### src/rtl/assert_macros.svh
// Assertion macros shared by the gcd unit RTL.
`ifndef ASSERT_MACROS_SVH
`define ASSERT_MACROS_SVH
`ifndef SYNTHESIS
`define EGCD_ASSERT(lbl, prop, msg) \
    lbl: assert property (@(posedge i_clk) disable iff (!i_rst_n) (prop)) else $error(msg);
`define EGCD_ASSERT_NEXT(lbl, ante, cons, msg) \
    lbl: assert property (@(posedge i_clk) disable iff (!i_rst_n) (ante) |=> (cons)) \
        else $error(msg);
`else
`define EGCD_ASSERT(lbl, prop, msg)
`define EGCD_ASSERT_NEXT(lbl, ante, cons, msg)
`endif
`endif

### src/rtl/egcd_pkg.sv
// Shared types for the gcd unit: controller states and control/status bundles.
package egcd_pkg;

    typedef enum logic [1:0] {
        ST_IDLE,
        ST_DIV,
        ST_CHECK,
        ST_DONE
    } t_state;

    typedef struct packed {
        logic load;
        logic step;
        logic swap;
        logic out_load;
    } t_dp_cmd;

    typedef struct packed {
        logic in_ok;
        logic cnt_done;
        logic rem_zero;
    } t_dp_stat;

endpackage

### src/rtl/egcd_dpath.sv
// Datapath of the gcd unit: operand registers and a bit-serial remainder unit.
`include "assert_macros.svh"
module egcd_dpath
    import egcd_pkg::*;
#(
    parameter int DATA_WIDTH = 32
) (
    input  logic                  i_clk,
    input  logic                  i_rst_n,
    input  logic [DATA_WIDTH-1:0] i_num_a,
    input  logic [DATA_WIDTH-1:0] i_num_b,
    input  t_dp_cmd               i_cmd,
    output t_dp_stat              o_stat,
    output logic [DATA_WIDTH-2:0] o_gcd_value
);

    localparam int MAG_W = DATA_WIDTH - 1;
    localparam int CNT_W = $clog2(MAG_W);

    logic [MAG_W-1:0] r_big, n_big;
    logic [MAG_W-1:0] r_small, n_small;
    logic [MAG_W-1:0] r_rem, n_rem;
    logic [CNT_W-1:0] r_cnt, n_cnt;
    logic             r_inv, n_inv;
    logic [MAG_W-1:0] r_gcd, n_gcd;

    logic [MAG_W-1:0] w_a_mag, w_b_mag;
    logic             w_a_ok, w_b_ok;
    logic [MAG_W:0]   w_trial, w_diff;
    logic             w_ge;

    assign w_a_mag = i_num_a[MAG_W-1:0];
    assign w_b_mag = i_num_b[MAG_W-1:0];
    assign w_a_ok  = !i_num_a[DATA_WIDTH-1] && (w_a_mag != '0);
    assign w_b_ok  = !i_num_b[DATA_WIDTH-1] && (w_b_mag != '0);

    // one restoring step: shift next dividend bit into the partial remainder
    assign w_trial = {r_rem, r_big[MAG_W-1]};
    assign w_diff  = w_trial - {1'b0, r_small};
    assign w_ge    = (w_trial >= {1'b0, r_small});

    always_comb begin
        n_big   = r_big;
        n_small = r_small;
        n_rem   = r_rem;
        n_cnt   = r_cnt;
        n_inv   = r_inv;
        n_gcd   = r_gcd;
        if (i_cmd.load) begin
            n_inv = !(w_a_ok && w_b_ok);
            if (w_a_mag > w_b_mag) begin
                n_big   = w_a_mag;
                n_small = w_b_mag;
            end else begin
                n_big   = w_b_mag;
                n_small = w_a_mag;
            end
            n_rem = '0;
            n_cnt = '0;
        end else if (i_cmd.step) begin
            n_rem = w_ge ? w_diff[MAG_W-1:0] : w_trial[MAG_W-1:0];
            n_big = {r_big[MAG_W-2:0], 1'b0};
            n_cnt = r_cnt + CNT_W'(1);
        end else if (i_cmd.swap) begin
            n_big   = r_small;
            n_small = r_rem;
            n_rem   = '0;
            n_cnt   = '0;
        end
        if (i_cmd.out_load) begin
            n_gcd = r_inv ? '0 : r_small;
        end
    end

    always_ff @(posedge i_clk) begin
        r_big   <= n_big;
        r_small <= n_small;
        r_rem   <= n_rem;
        r_cnt   <= n_cnt;
        r_inv   <= n_inv;
        r_gcd   <= n_gcd;
    end

    assign o_stat.in_ok    = w_a_ok && w_b_ok;
    assign o_stat.cnt_done = (r_cnt == CNT_W'(MAG_W - 1));
    assign o_stat.rem_zero = (r_rem == '0);
    assign o_gcd_value     = r_gcd;

    `EGCD_ASSERT_NEXT(a_rem_below_div, i_cmd.step && o_stat.cnt_done, r_rem < r_small,
        "remainder not below divisor after last step")
    `EGCD_ASSERT_NEXT(a_swap_nonzero, i_cmd.swap, r_small != '0,
        "zero divisor loaded on swap")

endmodule

### src/rtl/egcd_ctrl.sv
// Controller of the gcd unit: sequences load, remainder steps, swaps and output.
`include "assert_macros.svh"
module egcd_ctrl
    import egcd_pkg::*;
(
    input  logic     i_clk,
    input  logic     i_rst_n,
    input  logic     i_in_valid,
    output logic     o_in_ready,
    output logic     o_out_valid,
    input  logic     i_out_ready,
    input  t_dp_stat i_stat,
    output t_dp_cmd  o_cmd
);

    t_state r_state, n_state;
    logic   r_out_valid, n_out_valid;
    logic   w_out_free;

    assign w_out_free = !r_out_valid || i_out_ready;

    always_comb begin
        n_state = r_state;
        case (r_state)
            ST_IDLE: begin
                if (i_in_valid) begin
                    n_state = i_stat.in_ok ? ST_DIV : ST_DONE;
                end
            end
            ST_DIV: begin
                if (i_stat.cnt_done) begin
                    n_state = ST_CHECK;
                end
            end
            ST_CHECK: begin
                n_state = i_stat.rem_zero ? ST_DONE : ST_DIV;
            end
            ST_DONE: begin
                if (w_out_free) begin
                    n_state = ST_IDLE;
                end
            end
            default: n_state = ST_IDLE;
        endcase
    end

    always_comb begin
        o_cmd      = '0;
        o_in_ready = 1'b0;
        case (r_state)
            ST_IDLE: begin
                o_in_ready = 1'b1;
                o_cmd.load = i_in_valid;
            end
            ST_DIV: begin
                o_cmd.step = 1'b1;
            end
            ST_CHECK: begin
                o_cmd.swap = !i_stat.rem_zero;
            end
            ST_DONE: begin
                o_cmd.out_load = w_out_free;
            end
            default: o_cmd = '0;
        endcase
    end

    always_comb begin
        n_out_valid = r_out_valid;
        if (o_cmd.out_load) begin
            n_out_valid = 1'b1;
        end else if (i_out_ready) begin
            n_out_valid = 1'b0;
        end
    end

    always_ff @(posedge i_clk) begin
        if (!i_rst_n) begin
            r_state     <= ST_IDLE;
            r_out_valid <= 1'b0;
        end else begin
            r_state     <= n_state;
            r_out_valid <= n_out_valid;
        end
    end

    assign o_out_valid = r_out_valid;

    `EGCD_ASSERT(a_no_overwrite, !o_cmd.out_load || !r_out_valid || i_out_ready,
        "output register overwritten while beat pending")
    `EGCD_ASSERT_NEXT(a_invalid_skips_div,
        r_state == ST_IDLE && i_in_valid && !i_stat.in_ok, r_state == ST_DONE,
        "invalid operands entered the divide loop")

endmodule

### src/rtl/euclid_gcd_unit.sv
// Top level of the gcd unit: stream ports, controller and datapath.
//
// Takes two signed operands per input beat and returns their greatest common
// divisor by repeated remainders. A zero or negative operand gives 0 with the
// invalid flag in tuser. One item is worked on at a time; each remainder is
// formed bit by bit in the bit-serial remainder unit and is followed by a check
// and swap step, with k remainder steps per item (k up to 44 for 32-bit
// operands). Invalid operands skip the remainder loop. The output register lets
// a finished result wait while the next beat is accepted and processed.
`include "assert_macros.svh"
module euclid_gcd_unit
    import egcd_pkg::*;
#(
    parameter int DATA_WIDTH = 32
) (
    input  logic                                   i_clk,
    input  logic                                   i_rst_n,
    input  logic                                   s_axis_tvalid,
    output logic                                   s_axis_tready,
    // num_a, num_b
    input  logic [((2*DATA_WIDTH+7)/8)*8-1:0]      s_axis_tdata,
    output logic                                   m_axis_tvalid,
    input  logic                                   m_axis_tready,
    // gcd_value
    output logic [((DATA_WIDTH-1+7)/8)*8-1:0]      m_axis_tdata,
    // invalid
    output logic                                   m_axis_tuser
);

    localparam int OUT_TDATA_W = ((DATA_WIDTH - 1 + 7) / 8) * 8;

    t_dp_cmd               w_cmd;
    t_dp_stat              w_stat;
    logic [DATA_WIDTH-2:0] w_gcd;

    egcd_ctrl u_ctrl (
        .i_clk       (i_clk),
        .i_rst_n     (i_rst_n),
        .i_in_valid  (s_axis_tvalid),
        .o_in_ready  (s_axis_tready),
        .o_out_valid (m_axis_tvalid),
        .i_out_ready (m_axis_tready),
        .i_stat      (w_stat),
        .o_cmd       (w_cmd)
    );

    egcd_dpath #(
        .DATA_WIDTH (DATA_WIDTH)
    ) u_dpath (
        .i_clk       (i_clk),
        .i_rst_n     (i_rst_n),
        .i_num_a     (s_axis_tdata[DATA_WIDTH-1:0]),
        .i_num_b     (s_axis_tdata[2*DATA_WIDTH-1:DATA_WIDTH]),
        .i_cmd       (w_cmd),
        .o_stat      (w_stat),
        .o_gcd_value (w_gcd)
    );

    // result is zero exactly when the operands were rejected
    assign m_axis_tdata = OUT_TDATA_W'(w_gcd);
    assign m_axis_tuser = (w_gcd == '0);

    `EGCD_ASSERT(a_busy_no_ready, !(m_axis_tvalid && !m_axis_tready && w_cmd.out_load),
        "result loaded over a stalled beat")

endmodule
### config.mk
export PLATFORM = sky130hd
export DESIGN_NAME = euclid_gcd_unit
export DESIGN_NICKNAME = d
export VERILOG_FILES = /design/src/rtl/egcd_pkg.sv /design/src/rtl/egcd_dpath.sv /design/src/rtl/egcd_ctrl.sv /design/src/rtl/euclid_gcd_unit.sv
export VERILOG_INCLUDE_DIRS = /design/src /design/src/rtl
export SDC_FILE = /design/constraint.sdc
export NUM_CORES = 1
export LEC_CHECK = 0
export ABC_AREA = 1
export BUFFER_PORTS_ARGS = -buffer_cell sky130_fd_sc_hd__buf_4
export CORE_UTILIZATION = 40
export DETAILED_ROUTE_END_ITERATION = 6
export PLACE_DENSITY = 0.65
export SLEW_MARGIN = 10
export SYNTH_ARGS = -nofsm -noshare
export SYNTH_HDL_FRONTEND = slang
export SYNTH_HIERARCHICAL = 1
export SYNTH_SLANG_ARGS = --single-unit
### constraint.sdc
create_clock -name i_clk -period 6.8 [get_ports i_clk]
set_input_delay 1.36 -clock i_clk [delete_from_list [all_inputs] [get_ports i_clk]]
set_output_delay 1.36 -clock i_clk [all_outputs]
set_load 0.05 [all_outputs]
==> impl_metrics.json <==
{
  "synthArstFlopShare_pct": 0,
  "ioPinCount": 103,
  "synth_edf_count": 94,
  "gp_congestion": 0.975,
  "max_cap_violations": 0,
  "hold_viol_final": 0,
  "synthDistinctLibCells": 44,
  "postCtsHoldBufs": 0,
  "power_density_nw_per_um2": 474,
  "hold_path_startpoint": "u_dpath/r_cnt[4]$_SDFFE_PP0P_",
  "area_growth_pct": 14.0,
  "yosys.area.top_type": "edfxtp_1",
  "htree_levels": 4,
  "finClkSkew_ns": 0.00762,
  "ys_top_cells_by_area": "edfxtp_1 (27%), nand2_1 (19%), nand3_1 (10%), inv_1 (9.6%), ha_1 (7.6%)",
  "grt_first_pass_wirelength_mm": 46.6,
  "synth_ff_type": "edfxtp_1",
  "synth_most_common_cell": "nand2_1",
  "setup-violations-final": 0,
  "cts_tree": "yes",
  "drive_above_1_share_pct": 10.0,
  "grt_pass1_vias": 9040,
  "ir_drop_mv": 0.225,
  "tightest_slew_ns": 1.16,
  "seq_area_frac_synth_pct": 34.3,
  "syn_inst": 1561,
  "max_stage_delay_ns": 0.83,
  "fin_setup_tns_ns": 0,
  "p_leak_nw": 6.23,
  "rsz0062_at_grt": "false",
  "cp.required_ns": 6.93,
  "grt_max_degree": 70,
  "cp-end-kind": "flop",
  "worstPathArrival_ns": 3.73,
  "placed_area_um2": 11400,
  "final_util_pct": 47.0,
  "critPathMostFrequentCell": "buf_4",
  "drc": 0,
  "drv_slew": 0,
  "yosys-top-cells-count": "nand2_1 (525), inv_1 (268), nand3_1 (218)",
  "finalNetCount": 1767,
  "wire_per_inst_um": 14.7,
  "dieArea_um2": 26900,
  "ys_warn_count": 6,
  "drt_wl_total_mm": 29.1,
  "slowest_stage": "nand2_1",
  "dr.first_iter.drc_count": 717,
  "ctsResizeCount": 0,
  "synth_top_cell_area_share_pct": 26.9,
  "slew_headroom_pct": 22.5,
  "status": "finished clean",
  "worst_r2r_startpoint": "u_dpath/r_small[18]$_DFFE_PP_",
  "ant_nets": 0,
  "port_buffers": 101,
  "period_minus_slack_ns": 3.59,
  "overflow": 0,
  "start_kind": "input pin",
  "power_w": 0.00567,
  "cts_root_buf": "clkbuf_16",
  "coreArea_um2": 25500,
  "post_cts_buffers": 0,
  "die_y_um": 164,
  "insertion_delay_ns": 0.42,
  "netlist_area_um2": 10500,
  "track_usage_pct": 22.5,
  "drt-pass1-iter-count": 7,
  "clk_pin_slew_worst_paths_ns": 0.06,
  "avgSynthCellArea_um2": 6.73,
  "final_area_um2": 12000,
  "antenna_cells": 0,
  "synth_fp_nets": 1694,
  "rows": 58,
  "post-route-period-util_pct": 52.8,
  "cts.sink_count": 133,
  "yosys_register_bits": 133,
  "via_count": 10000,
  "crit_buf_inv": 6,
  "fp.dieW_um": 164,
  "cp-startpoint": "s_axis_tvalid",
  "initial_core_util_pct": 41.2,
  "cts_buffers": 17,
  "crit_family": "buffers and inverters",
  "cts_buffer_depth": 2,
  "hold_class": "reg -> reg",
  "antenna_found_initial": 0,
  "place_hpwl_mm": 22.9,
  "clock.fmax_mhz": 278,
  "via_per_inst": 5.07,
  "path_cells": "buf_4 -> inv_1 -> nor3_2 -> buf_4 -> clkinv_1 -> buf_4 -> nand2_1 -> buf_4",
  "critPathKind": "in -> reg",
  "path_max_fanout": 69
}
registers in the layout (all words and copies together) (netlist names):
name and cells:
u_ctrl/r_state 2, u_dpath/r_cnt 5, u_dpath/r_small 31, u_dpath/r_big 31, u_dpath/o_gcd_value 31, u_ctrl/o_out_valid 1, u_dpath/r_inv 1, u_dpath/r_rem 31
where the power goes:
part	total (W)	switching, W	internal, W
Sequential	0.00159	0.000253	0.00133
Clock	0.000874	0.000369	0.000505
Combinational	0.00321	0.00218	0.00103
Total	0.00567	0.00280	0.00287
worst register-to-register path: stages, from the launching register on:
cell      delay [ns]
edfxtp_1        0.41
inv_1           0.16
ha_1            0.31
nand2_1         0.14
inv_1           0.05
nand2_1         0.06
nand2_1         0.09
a21oi_2         0.21
nor2_2          0.07
nor2_4          0.62
nand2_4         0.43
nand2_1         0.26
nand3_1         0.09
o21ai_1         0.11
final cells by class:
type | instances | area [µm²]
inverter | 271 | 1020
clock buffer | 18 | 429
multi-input combinational | 1102 | 5560
sequential | 133 | 3600
clock inverter | 14 | 128
tap | 330 | 413
fill | 2624 | 13500
timing repair buffer | 109 | 818
cells in the final DEF (no fill, tap or decap), drive strengths merged, types with 2 or more instances in the layout:
cell      synthesis  final
clkinv            2      9
clkbuf           17     18
o21bai            2      2
o21ai            13     13
a21oi            35     35
nor3             10     10
nand4            25     25
a211oi            2      2
buf              38    109
inv             269    272
nand3           220    220
nor2            116    116
edfxtp           94     94
nor4             13     13
nand2           533    533
a22oi            30     30
dfxtp            39     39
nand3b           10     10
and2              3      3
ha               64     64
xnor2            13     13
a21o              2      2
clkinvlp          0      3
o21a              3      3
cells by family (layout without fill, tap and decap cells):
group	after synthesis	after routing	synth area share, %
adders and majority gates	65	65	7.82
and+or+nand+nor	933	933	38.5
DFF	133	133	34.3
AOI/OAI and AO/OA	89	89	5.27
xor gates and xnor gates	14	14	1.17
other	1	1	0.0357
buffers and inverters	326	412	12.9
per-layer routing:
| metal | track usage [%] | vias to the layer above | wire length [µm] |
|---|---|---|---|
| met4 | 7.32 | 0 | 737 |
| li1 | - | 5144 | - |
| met2 | 33.8 | 321 | 12200 |
| met3 | 2.65 | 33 | 1670 |
| met5 | 0 | - | 0 |
| met1 | 33.2 | 4525 | 14400 |
metrics by stage:
step	instances	hold slack, ns	worst slack (ns)
6_report	1977	0.468	3.21
3_3_place_gp	1945	0.454	2.80
2_1_floorplan	1561	0.428	3.07
5_1_grt	1977	0.502	2.96
3_5_place_dp	1945	0.456	2.77
4_1_cts	1977	0.469	3.20
final timing paths:
kind / depth (start not counted) / to / slack, ns
setup / recovery: 8 / u_dpath/r_small[1]$_DFFE_PP_ / 3.21
hold / removal: 1 / u_dpath/r_cnt[4]$_SDFFE_PP0P_ / 0.47
setup reg to reg: 13 / u_dpath/r_rem[15]$_SDFFE_PP0P_ / 3.71
hold reg to reg: 1 / u_dpath/r_cnt[4]$_SDFFE_PP0P_ / 0.47
Note: power is estimated with default switching activity, not from simulation.
